`config.mk`:
```
export PLATFORM = sky130hd
export DESIGN_NAME = ati_ctrl
export DESIGN_NICKNAME = d
export VERILOG_FILES = /design/src/rtl/ati_pkg.sv /design/src/rtl/ati_ctrl.sv
export SDC_FILE = /design/constraint.sdc
export NUM_CORES = 1
export LEC_CHECK = 0
export ABC_AREA = 1
export BUFFER_PORTS_ARGS = -buffer_cell sky130_fd_sc_hd__buf_4
export CAP_MARGIN = 40
export CORE_AREA = 2 2 39 41
export CTS_CLUSTER_SIZE = 28
export DETAILED_ROUTE_END_ITERATION = 6
export DIE_AREA = 0 0 41 43
export GPL_TIMING_DRIVEN = 0
export PLACE_DENSITY = 0.66
export REMOVE_ABC_BUFFERS = 1
export SETUP_SLACK_MARGIN = 0.1
export SYNTH_ARGS = -nofsm -noshare
export SYNTH_HDL_FRONTEND = slang
export SYNTH_SLANG_ARGS = --single-unit
```
`constraint.sdc`:
```
create_clock -name clk -period 1.4 [get_ports clk]
set_input_delay 0.21 -clock clk [delete_from_list [all_inputs] [get_ports clk]]
set_output_delay 0.21 -clock clk [all_outputs]
set_load 0.01 [all_outputs]
```
`src/rtl/ati_pkg.sv`:
```
// Shared types, constants and a helper function of the adaptive tick interval block.
`timescale 1ns / 1ps
`default_nettype none
package ati_pkg;

    // Slot scheduling state codes
    localparam logic [2:0] ST_UNUSED   = 3'd0;
    localparam logic [2:0] ST_SLEEPING = 3'd2;
    localparam logic [2:0] ST_RUNNABLE = 3'd3;
    localparam logic [2:0] ST_RUNNING  = 3'd4;

    // Operation codes of an input beat
    localparam logic OP_TICK = 1'b0;
    localparam logic OP_SET  = 1'b1;

    // Configuration register indexes
    localparam logic [2:0] CFG_DYNAMIC_ENABLE = 3'd0;
    localparam logic [2:0] CFG_DEFAULT_INTV   = 3'd1;
    localparam logic [2:0] CFG_MIN_INTV       = 3'd2;
    localparam logic [2:0] CFG_MAX_INTV       = 3'd3;
    localparam logic [2:0] CFG_CPU_THRESH     = 3'd4;
    localparam logic [2:0] CFG_IO_THRESH      = 3'd5;

    // Configuration reset values
    localparam logic        RST_DYNAMIC_ENABLE = 1'b1;
    localparam logic [31:0] RST_DEFAULT_INTV   = 32'd1000000;
    localparam logic [31:0] RST_MIN_INTV       = 32'd500000;
    localparam logic [31:0] RST_MAX_INTV       = 32'd2000000;
    localparam logic [13:0] RST_CPU_THRESH     = 14'd7000;
    localparam logic [13:0] RST_IO_THRESH      = 14'd5000;

    // Share arithmetic
    localparam logic [13:0] SHARE_SCALE     = 14'd10000;
    localparam logic [3:0]  SHARE_LAST_PHASE = 4'd9;
    localparam int          DIV_NUM_W = 46;
    localparam int          DIV_DEN_W = 34;

    // Input and result beats
    typedef struct packed {
        logic        operation;
        logic [5:0]  slot;
        logic [2:0]  new_state;
        logic [63:0] current_time;
    } req_t;

    typedef struct packed {
        logic [31:0] tick_number;
        logic [31:0] interval;
        logic [63:0] next_compare;
    } rsp_t;

    // One row of the slot table
    typedef struct packed {
        logic [2:0]  slot_state;
        logic [31:0] last_seen_tick;
        logic [31:0] running_total;
        logic [31:0] sleeping_total;
        logic [31:0] waiting_total;
        logic [13:0] cpu_share;
        logic [13:0] io_share;
    } row_t;

    // Controller to datapath commands
    typedef struct packed {
        logic accept;
        logic set_rd;
        logic set_wr;
        logic rd;
        logic upd;
        logic sum;
        logic div_start;
        logic share_load;
        logic wr;
        logic next_slot;
        logic fsel;
        logic fmul;
        logic fdiv_start;
        logic out_load;
    } cmd_t;

    // Datapath to controller status
    typedef struct packed {
        logic slot_ok;
        logic slot_used;
        logic recompute;
        logic last_slot;
        logic div_busy;
        logic out_busy;
    } sts_t;

    // Unsigned add that sticks at all ones on overflow
    function automatic logic [31:0] sat_add32(input logic [31:0] a, input logic [31:0] b);
        logic [32:0] s;
        s = {1'b0, a} + {1'b0, b};
        return s[32] ? 32'hFFFF_FFFF : s[31:0];
    endfunction

endpackage
`default_nettype wire

```
`src/rtl/ati_ctrl.sv`:
```
// Sequencing state machine for slot writes, the tick sweep and interval selection.
`timescale 1ns / 1ps
`default_nettype none
module ati_ctrl (
    input  wire logic          clk,
    input  wire logic          rst_n,
    input  wire logic          in_valid,
    input  wire logic          in_op,
    output      logic          in_ready,
    input  wire ati_pkg::sts_t sts,
    output      ati_pkg::cmd_t cmd
);

    localparam logic [3:0] S_IDLE   = 4'd0;
    localparam logic [3:0] S_SET_RD = 4'd1;
    localparam logic [3:0] S_SET_WR = 4'd2;
    localparam logic [3:0] S_T_RD   = 4'd3;
    localparam logic [3:0] S_T_UPD  = 4'd4;
    localparam logic [3:0] S_T_SUM  = 4'd5;
    localparam logic [3:0] S_T_DGO  = 4'd6;
    localparam logic [3:0] S_T_DIV  = 4'd7;
    localparam logic [3:0] S_T_WR   = 4'd8;
    localparam logic [3:0] S_F_SEL  = 4'd9;
    localparam logic [3:0] S_F_MUL  = 4'd10;
    localparam logic [3:0] S_F_DGO  = 4'd11;
    localparam logic [3:0] S_F_DIV  = 4'd12;
    localparam logic [3:0] S_F_OUT  = 4'd13;

    logic [3:0] state_reg, state_next;

    assign in_ready = (state_reg == S_IDLE);

    // Next state and command decode
    always_comb
    begin
        state_next = state_reg;
        cmd        = '0;
        case (state_reg)
            S_IDLE:
            begin
                if (in_valid)
                begin
                    cmd.accept = 1'b1;
                    state_next = (in_op == ati_pkg::OP_SET) ? S_SET_RD : S_T_RD;
                end
            end
            S_SET_RD:
            begin
                if (sts.slot_ok)
                begin
                    cmd.set_rd = 1'b1;
                    state_next = S_SET_WR;
                end
                else
                begin
                    state_next = S_IDLE;
                end
            end
            S_SET_WR:
            begin
                cmd.set_wr = 1'b1;
                state_next = S_IDLE;
            end
            S_T_RD:
            begin
                cmd.rd     = 1'b1;
                state_next = S_T_UPD;
            end
            S_T_UPD:
            begin
                cmd.upd    = 1'b1;
                state_next = (sts.slot_used && sts.recompute) ? S_T_SUM : S_T_WR;
            end
            S_T_SUM:
            begin
                cmd.sum    = 1'b1;
                state_next = S_T_DGO;
            end
            S_T_DGO:
            begin
                cmd.div_start = 1'b1;
                state_next    = S_T_DIV;
            end
            S_T_DIV:
            begin
                if (!sts.div_busy)
                begin
                    cmd.share_load = 1'b1;
                    state_next     = S_T_WR;
                end
            end
            S_T_WR:
            begin
                cmd.wr = 1'b1;
                if (sts.last_slot)
                begin
                    state_next = S_F_SEL;
                end
                else
                begin
                    cmd.next_slot = 1'b1;
                    state_next    = S_T_RD;
                end
            end
            S_F_SEL:
            begin
                cmd.fsel   = 1'b1;
                state_next = S_F_MUL;
            end
            S_F_MUL:
            begin
                cmd.fmul   = 1'b1;
                state_next = S_F_DGO;
            end
            S_F_DGO:
            begin
                cmd.fdiv_start = 1'b1;
                state_next     = S_F_DIV;
            end
            S_F_DIV:
            begin
                if (!sts.div_busy)
                begin
                    state_next = S_F_OUT;
                end
            end
            S_F_OUT:
            begin
                if (!sts.out_busy)
                begin
                    cmd.out_load = 1'b1;
                    state_next   = S_IDLE;
                end
            end
            default:
            begin
                state_next = S_IDLE;
            end
        endcase
    end

    // State register
    always_ff @(posedge clk or negedge rst_n)
    begin
        if (!rst_n)
        begin
            state_reg <= S_IDLE;
        end
        else
        begin
            state_reg <= state_next;
        end
    end

endmodule
`default_nettype wire

```
==> run_results.csv, run 1 <==
group,metric,value,unit
status,status,"finished with violations",
status,violations,"negative setup slack",
final_layout,diodes,0,
clock_tree,cts_tree,"done",
clock_tree,clock_latency,0.23,ns
sta,fmax,688.1,MHz
global_route,grt_usage,20.99,%
sta,worstMarginPinSlew,0.2470,ns
sta,skew,0.004550,ns
clock_tree,cts_max_level,1,
floorplanning,fp.coreArea,1384,µm²
yosys,syn_area_per_cell,5.252,µm²
final_layout,layout_common_cells,"buf_4 (33), nand2_1 (25), nor2_1 (10), inv_1 (9)",
final_layout,final_nets,146,
drt,final_antenna_net_count,0,
yosys,synthesis.instances,91,
final_layout,largest_reg_flops,4,
sta,hold_ws,0.2727,ns
clock_tree,clkSlewWorstSetupHoldPaths,0.04,ns
floorplanning,rows,14,
sta,period_share,103.8,%
drt,vias,732,
clock_tree,cts_made_buffers,3,
hold_path,hold_path.class,"in -> reg",
power,ir_drop,0.9765,mV
drt,drc,0,
global_route,grt_pass1_wl,2539,µm
final_layout,syn_to_final_growth,102.9,%
critical_path,critPathMaxFanout,5,
critical_path,criticalPathCategory,"reg -> out",
drt,drt_pass1_iterations,4,
placed_design,portBuffers,24,
final_layout,layout_commonest_cell,"buf_4",
final_layout,nFillCells,105,
final_layout,drive_gt1_share,61.94,%
clock_tree,cts-root-buf,"clkbuf_4",
global_route,grt_overflow,0,
sta,min_period,1.453,ns
critical_path,worst_setup_path_end_kind,"output port",
floorplanning,fp.dieW,41,µm
final_layout,multiInputGateArea,427.9,µm²
yosys,yosysWarnings,0,
power,leakage,0.5696,nW
floorplanning,io-pin-count,25,
final_layout,regArea,105.1,µm²
sta,tns,-0.1644,ns
clock_tree,cts_buffer_depth,2,
sta,report.final.slew_viol_count,0,
critical_path,required,1.19,ns
global_route,grt_pass1_vias,642,
yosys,ys_seq_elements,4,
drt,drt_iter0_markers,20,
drt,wl,1846,µm
drt,post_drt_wl_per_cell,12.31,µm
yosys,ys_seq_area_share,20.94,%
global_route,grt_max_degree,8,
placed_design,place_congestion,0.7874,
sta,final-setup-viol-count,9,
floorplanning,die_h,43,µm
drt,via_per_inst,4.880,
run,max-cap-violations,0,
critical_path,critPathLaunchType,"register",
global_route,antenna_found_initial,0,
sta,relSlewSlack,83.53,%
sta,hold_viol,0,
critical_path,worstPathArrival,1.24,ns
clock_tree,cts_sinks,4,
yosys,yosysUniqueCellTypes,14,
yosys,netlist_area,478.0,µm²
placed_design,dpl.hpwl,1128,µm
floorplanning,initial_core_util,34.54,%
floorplanning,die-area,1763,µm²
power,powerDensity,1729,nW/µm²
sta,rsz0062_at_grt,"yes",
sta,fin_ws,-0.05326,ns
## per-layer routing
metal | track usage, % | vias up | wire [µm]
met2 | 37.81 | 26 | 994
met4 | 9.333 | 0 | 30
met5 | 0 | - | 0
li1 | - | 363 | -
met1 | 23.53 | 339 | 714
met3 | 0.5236 | 4 | 107
## repair_timing
item                       in CTS  in global routing
hold endpoints to repair        4                  0
setup buffers                  13                  2
setup endpoints to repair      15                 19
hold buffers                    1                  0
resized for setup              30                 17
pin swaps                       9                  7
## cell usage after synthesis
library cell | instances | area share (%)
a21oi_2 | 1 | 1.8
dfrtp_1 | 4 | 21
inv_1 | 15 | 12
inv_2 | 2 | 1.6
nand2_1 | 31 | 24
nand2_2 | 4 | 5.2
nand3_1 | 8 | 8.4
nand3_2 | 1 | 2.1
nand4_1 | 1 | 1.3
nor2_1 | 17 | 13
nor2_2 | 2 | 2.6
nor2_4 | 1 | 2.4
nor3_1 | 3 | 3.1
o21ai_1 | 1 | 1.0
## cell type report
type	instances	area share, %
timing repair buffer	40	33.55
multi-input combinational	70	44.13
sequential	4	10.84
clock buffer	3	2.323
tap	16	2.065
inverter	17	7.097
## report_power, final
| group | internal [mW] | switching (mW) | leakage (nW) |
|---|---|---|---|
| logic | 0.569 | 0.651 | 0.510 |
| registers | 0.172 | 0.144 | 0.0462 |
| clock network | 0.0957 | 0.0451 | 0.0138 |
## metrics by stage
| stage | instances | worst slack (ns) | area [µm²] | utilization (%) | total power [mW] |
|---|---|---|---|---|---|
| 6_report | 150 | -0.05326 | 969.7 | 70.07 | 1.677 |
| 5_1_grt | 150 | -0.09693 | 969.7 | 70.07 | 1.793 |
| 4_1_cts | 148 | -0.01849 | 889.6 | 64.29 | 1.498 |
| 3_5_place_dp | 131 | 0.09705 | 678.2 | 49.01 | 1.013 |
| 3_3_place_gp | 131 | 0.1140 | 678.2 | 49.01 | 1.007 |
| 2_1_floorplan | 91 | 0.2284 | 478.0 | - | 0.7367 |
## path summary, 6_finish.rpt
path,startpoint,slack [ns],depth (start not counted),end
max,state_reg[1],-0.05,4,cmd[4]
min,sts[1],0.27,3,state_reg[1]
max reg2reg,state_reg[3],0,8,state_reg[1]
min reg2reg,state_reg[0],0.62,2,state_reg[0]
max in group asynchronous,rst_n,0.98,2,state_reg[3]
min in group asynchronous,rst_n,0.31,2,state_reg[0]
## cell families after synthesis
kind of cell           count (synthesis)  share of synthesized area [%]
buffers and inverters                 17                          13.35
AO/OA/AOI/OAI                          2                          2.879
flip-flops                             4                          20.94
AND/OR/NAND/NOR                       68                          62.83
## worst max-delay path, stage by stage (launching register included)
cell and delay, ns:
dfrtp_2 0.48, nor2_4 0.19, nand3_1 0.14, inv_1 0.08, buf_4 0.11
Note: power is estimated with default switching activity, not from simulation.
==> inputs of run 2 (changes only) <==
--- a/config.mk
+++ b/config.mk
@@ -8,12 +8,14 @@
 export ABC_AREA = 1
 export BUFFER_PORTS_ARGS = -buffer_cell sky130_fd_sc_hd__buf_4
 export CAP_MARGIN = 40
-export CORE_AREA = 2 2 39 41
+export CELL_PAD_IN_SITES_DETAIL_PLACEMENT = 1
+export CELL_PAD_IN_SITES_GLOBAL_PLACEMENT = 2
+export CORE_MARGIN = 2
+export CORE_UTILIZATION = 20
 export CTS_CLUSTER_SIZE = 28
 export DETAILED_ROUTE_END_ITERATION = 6
-export DIE_AREA = 0 0 41 43
 export GPL_TIMING_DRIVEN = 0
-export PLACE_DENSITY = 0.66
+export PLACE_DENSITY = 0.79
 export REMOVE_ABC_BUFFERS = 1
 export SETUP_SLACK_MARGIN = 0.1
 export SYNTH_ARGS = -nofsm -noshare
==> constraint.sdc (replaced) <==
create_clock -name clk -period 1.7 [get_ports clk]
set_input_delay 0.255 -clock clk [delete_from_list [all_inputs] [get_ports clk]]
set_output_delay 0.255 -clock clk [all_outputs]
set_load 0.01 [all_outputs]
==> run_results.csv, run 2 (synthesis results as in run 1) <==
group,metric,value,unit
clock_tree,clock_latency,0.23,ns
placed_design,dpl.hpwl,1386,µm
floorplanning,initial_core_util,21.40,%
status,status,"complete, no violations",
final_layout,syn_to_final_growth,54.45,%
critical_path,path_cells,"inv_1 > nand2_1 > nor2_2 > buf_4",
critical_path,critPathLaunchType,"register",
critical_path,critPathTopFamily,"flip-flops",
final_layout,layout_commonest_cell,"nand2_1",
clock_tree,cts_made_buffers,3,
critical_path,crit_buf_inv,2,
final_layout,nFillCells,321,
clock_tree,cts_tree,"done",
drt,vias,635,
global_route,grt_pass1_vias,612,
critical_path,r2r-start,"state_reg[0]",
critical_path,criticalPathCategory,"reg -> out",
power,leakage,0.4605,nW
final_layout,fin_area,738.2,µm²
sta,fmax,646.6,MHz
sta,skew,0.002586,ns
global_route,grt_overflow,0,
drt,via_per_inst,4.320,
placed_design,portBuffers,24,
critical_path,cp-startpoint,"state_reg[2]",
clock_tree,cts_sinks,4,
power,total_power,0.9777,mW
floorplanning,die_h,52.89,µm
drt,post_drt_wl_per_cell,10.71,µm
final_layout,final_nets,131,
global_route,antenna_found_initial,0,
sta,relSlewSlack,84.66,%
critical_path,cpPeakStageDelay,0.45,ns
hold_path,hold_start,"sts[1]",
drt,drt_iter0_markers,3,
global_route,grt_pass1_wl,2566,µm
sta,min_period,1.547,ns
final_layout,drive_gt1_share,36.97,%
power,ir_drop,0.5735,mV
critical_path,cp_slowest_cell,"dfrtp_2",
critical_path,worstPathArrival,1.29,ns
sta,worstMarginPinSlew,0.2301,ns
clock_tree,cts-root-buf,"clkbuf_4",
drt,final_antenna_net_count,0,
clock_tree,post-cts-setup-buffers,0,
drt,wl,1574,µm
floorplanning,io-pin-count,25,
clock_tree,cts_buffer_depth,2,
sta,report.final.slew_viol_count,0,
clock_tree,cts_max_level,1,
critical_path,required,1.44,ns
critical_path,critPathMaxFanout,7,
run,max-cap-violations,0,
placed_design,place_area,693.2,µm²
sta,tns,0,ns
final_layout,diodes,0,
sta,hold_viol,0,
hold_path,hold_path.class,"in -> reg",
drt,drt_pass1_iterations,2,
placed_design,place_congestion,0.8292,
final_layout,layout_common_cells,"nand2_1 (31), buf_4 (24), inv_1 (15), nor2_1 (13), nand3_1 (8)",
final_layout,largest_reg_flops,4,
sta,final-setup-viol-count,0,
sta,period_share,90.98,%
floorplanning,fp.dieW,52.89,µm
power,powerDensity,1324,nW/µm²
clock_tree,clkSlewWorstSetupHoldPaths,0.03,ns
sta,rsz0062_at_grt,"yes",
global_route,grt_usage,12.79,%
floorplanning,die-area,2797,µm²
drt,drc,0,
global_route,grt_max_degree,8,
critical_path,worst_setup_path_end_kind,"output port",
floorplanning,rows,17,
sta,hold_ws,0.2822,ns
floorplanning,fp.coreArea,2233,µm²
==> run 2: cell count changes in the layout (fill, tap and decap cells not counted), moves of 4 or more <==
cell	previous run	this run
buf_4	33	24
inv_1	9	15
nand2_1	25	31
nand2_4	4	0
nor2_4	5	1
buf_6	6	0
inv_2	6	2
==> run 2: what timing repair did <==
action	in CTS	in global routing
endpoints found under the setup margin	3	9
hold endpoints to repair	4	0
gates resized for setup	2	4
hold buffers	1	0
pin swaps	0	2
==> run 2: layout make-up <==
type / instances / area [µm²] / area share (%)
clock buffers: 3 / 22.52 / 3.051
inverters: 17 / 63.81 / 8.644
multi-input cells: 70 / 324.1 / 43.90
flip-flops and latches: 4 / 102.6 / 13.90
well taps: 28 / 35.03 / 4.746
repair buffers: 25 / 190.2 / 25.76
==> run 2: worst paths after layout <==
path                                end  slack [ns]  depth (start not counted)
max                              cmd[2]        0.15                          4
min                        state_reg[1]        0.28                          3
max reg2reg                state_reg[2]        0.44                          9
min reg2reg                state_reg[2]        0.60                          2
max in group asynchronous  state_reg[2]        1.24                          2
min in group asynchronous  state_reg[0]        0.35                          2
==> run 2: worst min-delay path, stage by stage <==
cell and delay (ns):
buf_4 0.11, nand2_1 0.05, nand2_1 0.06
==> run 2: layer usage <==
| metal | wire length (µm) | share of wire (%) | vias to the layer above | global-route usage (%) |
|---|---|---|---|---|
| met5 | 0 | 0 | - | 0 |
| met3 | 59 | 3.7 | 2 | 1.695 |
| li1 | - | - | 331 | - |
| met2 | 794 | 50 | 13 | 22.29 |
| met1 | 697 | 44 | 289 | 15.16 |
| met4 | 21 | 1.3 | 0 | 6.410 |
==> run 2: power by group <==
group          internal [mW]  switching (mW)
clock network         0.0788          0.0361
registers              0.137          0.0734
logic                  0.250           0.402
==> run 2: stage by stage <==
stage	utilization [%]	instances	setup slack, ns
2_1_floorplan	-	91	0.5284
3_3_place_gp	31.04	143	0.3356
3_5_place_dp	31.04	143	0.3191
4_1_cts	32.72	147	0.09529
5_1_grt	33.05	147	0.05550
6_report	33.05	147	0.1534
==> inputs of run 3 (changes only) <==
--- a/config.mk
+++ b/config.mk
@@ -5,17 +5,16 @@
 export SDC_FILE = /design/constraint.sdc
 export NUM_CORES = 1
 export LEC_CHECK = 0
-export ABC_AREA = 1
 export BUFFER_PORTS_ARGS = -buffer_cell sky130_fd_sc_hd__buf_4
 export CAP_MARGIN = 40
-export CELL_PAD_IN_SITES_DETAIL_PLACEMENT = 1
+export CELL_PAD_IN_SITES_DETAIL_PLACEMENT = 2
 export CELL_PAD_IN_SITES_GLOBAL_PLACEMENT = 2
 export CORE_MARGIN = 2
-export CORE_UTILIZATION = 20
+export CORE_UTILIZATION = 25
 export CTS_CLUSTER_SIZE = 28
 export DETAILED_ROUTE_END_ITERATION = 6
 export GPL_TIMING_DRIVEN = 0
-export PLACE_DENSITY = 0.79
+export PLACE_DENSITY = 0.8
 export REMOVE_ABC_BUFFERS = 1
 export SETUP_SLACK_MARGIN = 0.1
 export SYNTH_ARGS = -nofsm -noshare
==> run_results.csv, run 3 <==
group,metric,value,unit
drt,wl,3143,µm
critical_path,critPathLaunchType,"register",
power,p_comb_share,77.2,%
final_layout,nFillCells,260,
run,max-cap-violations,0,
drt,drt_iter0_markers,9,
power,power.internal,0.8401,mW
hold_path,hold_path.class,"in -> async",
critical_path,required,1.85,ns
placed_design,place_area,729.5,µm²
placed_design,place_congestion,0.7398,
clock_tree,cts_sinks,4,
floorplanning,fp.coreArea,2212,µm²
critical_path,cp.depth,5,
drt,final_antenna_net_count,0,
yosys,ys_seq_elements,4,
clock_tree,clkSlewWorstSetupHoldPaths,0.06,ns
sta,relSlewSlack,74.41,%
floorplanning,fp.dieW,52.35,µm
sta,rsz0062_at_grt,"yes",
power,ir_drop,0.5716,mV
clock_tree,cts-root-buf,"clkbuf_4",
final_layout,fin_area,1062,µm²
final_layout,final_nets,131,
yosys,netlist_area,584.3,µm²
sta,skew,0.01773,ns
power,p_sw_share,51.74,%
clock_tree,cts_buffer_depth,2,
global_route,grt_pass1_vias,810,
sta,period_share,97.46,%
global_route,grt_max_degree,13,
final_layout,drive_gt1_share,59.66,%
critical_path,ff2ff_path_depth,5,
floorplanning,die-area,2740,µm²
yosys,synth_edf_count,0,
critical_path,cp-startpoint,"state_reg[2]",
critical_path,worst_setup_path_end_kind,"register",
drt,vias,824,
final_layout,layout_common_cells,"buf_4 (34), nor2_1 (8), nand2_1 (6), buf_6 (6)",
yosys,syn_area_per_cell,7.126,µm²
global_route,grt_overflow,0,
power,total_power,1.741,mW
sta,fmax,603.5,MHz
critical_path,cpPeakStageDelay,0.50,ns
critical_path,cp_slowest_cell,"dfrtp_2",
yosys,synthesis.instances,82,
critical_path,timing.critical_path.to,"state_reg[3]",
yosys,synth_most_common_cell,"nor2_1",
drt,drc,0,
floorplanning,rows,17,
yosys,synthTopCellsByArea,"dfrtp_1 (17%), buf_6 (7.7%), nor3_1 (6.9%)",
yosys,yosysUniqueCellTypes,36,
critical_path,r2r_setup_slack,0.04,ns
floorplanning,initial_core_util,26.41,%
sta,worstMarginPinSlew,0.3826,ns
critical_path,crit_buf_inv,1,
yosys,synthTopCellsByCount,"nor2_1 (9), nand2_1 (8), nor3_1 (8)",
status,status,"complete, no violations",
power,leakage,0.4579,nW
global_route,grt_usage,20.84,%
critical_path,worstPathArrival,1.81,ns
power,clkPwrFrac,8.3,%
final_layout,largest_reg_flops,4,
clock_tree,cts_tree,"done",
clock_tree,cts_max_level,1,
global_route,antenna_found_initial,0,
floorplanning,die_h,52.35,µm
global_route,grt_pass1_wl,4071,µm
critical_path,rr_endpoint,"state_reg[3]",
power,p_seq_share,14.5,%
yosys,ys_seq_area_share,17.13,%
yosys,synthFlopType,"dfrtp_1",
placed_design,dpl.hpwl,1422,µm
yosys,async_flop_share,100.0,%
drt,via_per_inst,5.605,
critical_path,r2r-start,"state_reg[2]",
sta,report.final.slew_viol_count,0,
sta,hold_viol,0,
yosys,synthDominantCellAreaShare,17.13,%
clock_tree,cts_made_buffers,3,
floorplanning,io-pin-count,25,
final_layout,diodes,0,
critical_path,criticalPathCategory,"reg -> reg",
critical_path,critPathTopFamily,"flip-flops",
clock_tree,clock_latency,0.27,ns
sta,final-setup-viol-count,0,
power,p_switching,0.9006,mW
placed_design,portBuffers,24,
power,powerDensity,1639,nW/µm²
critical_path,critPathMaxFanout,8,
yosys,yosysWarnings,0,
final_layout,layout_commonest_cell,"buf_4",
final_layout,syn_to_final_growth,81.80,%
sta,min_period,1.657,ns
yosys,yosysTopAreaCell,"dfrtp_1",
drt,drt_pass1_iterations,4,
drt,post_drt_wl_per_cell,21.38,µm
critical_path,path_cells,"buf_4 > or3_1 > a32oi_2 > nor4_2 > o22a_1",
[run 3: cell count changes in the layout (fill, tap and decap cells not counted), sizes merged, moves of 3 or more]
| cell | change |
|---|---|
| buf | +18 |
| inv | -13 |
| nand2b | +3 |
| nor2 | -11 |
| nand3 | -8 |
| a21oi | +3 |
| nor4 | +3 |
| nand2 | -27 |
| o21ai | +3 |
| nor3 | +5 |
[run 3: cell families (layout without fill, tap and decap cells)]
family / count (synthesis) / in the layout / synth area share [%]
AO/OA/AOI/OAI: 24 / 24 / 31.91
AND/OR/NAND/NOR: 39 / 39 / 32.98
buffers and inverters: 13 / 50 / 14.56
flip-flops: 4 / 4 / 17.13
multiplexers: 2 / 2 / 3.426
[run 3: timing repair]
item,CTS,global route
buffers inserted,13,5
pin swaps,0,7
hold buffers,1,0
hold endpoints to repair,4,0
setup endpoints to repair,19,15
resized for setup,11,32
[run 3: worst register-to-register path, cell delays in order (launching register included)]
cell and delay [ns]:
dfrtp_2 0.50, buf_4 0.18, or3_1 0.32, a32oi_2 0.27, nor4_2 0.06, o22a_1 0.22
[run 3: final cells by class]
class	instances	area [µm²]	area share (%)
multi-input cells	65	529.3	49.82
repair buffers	43	352.8	33.22
flip-flops and latches	4	107.6	10.13
well taps	28	35.03	3.298
clock buffers	3	22.52	2.120
inverters	4	15.01	1.413
[run 3: power groups by stage]
| stage | Combinational (mW) | Sequential [mW] | Clock (mW) |
|---|---|---|---|
| after floorplan | 0.423 | 0.261 | 0 |
| after global placement | 0.624 | 0.321 | 0 |
| after detailed placement | 0.647 | 0.319 | 0 |
| after CTS | 0.937 | 0.248 | 0.131 |
| after global routing | 1.43 | 0.256 | 0.144 |
| final | 1.34 | 0.253 | 0.144 |
[run 3: per-stage QoR]
stage / instances / setup WS, ns / hold slack [ns] / setup TNS, ns / util, %
5_1_grt: 147 / 0.01904 / 0.3427 / 0 / 48.02
6_report: 147 / 0.04310 / 0.3170 / 0 / 48.02
3_3_place_gp: 125 / -0.03887 / 0.04893 / -0.05774 / 32.98
2_1_floorplan: 73 / 0.1098 / -0.04059 / 0 / -
3_5_place_dp: 125 / -0.07438 / 0.05212 / -0.1019 / 32.98
4_1_cts: 142 / 0.06402 / 0.3366 / 0 / 40.16
[run 3: worst min path at each step]
stage | to | cells past startpoint | slack, ns | startpoint
final | state_reg[3] | 2 | 0.32 | rst_n
after global routing | state_reg[3] | 2 | 0.34 | rst_n
after CTS | state_reg[2] | 2 | 0.34 | rst_n
after detailed placement | state_reg[2] | 1 | 0.05 | rst_n
after global placement | state_reg[3] | 1 | 0.05 | rst_n
after floorplan | state_reg[0] | 0 | -0.04 | rst_n
[run 3: layer usage]
layer  vias up  GRT usage, %  wire length [µm]
met5         -             0                 0
met1       409         24.57              1361
li1        377             -                 -
met2        32         37.08              1599
met4         0         8.974                77
met3         6         2.857               104
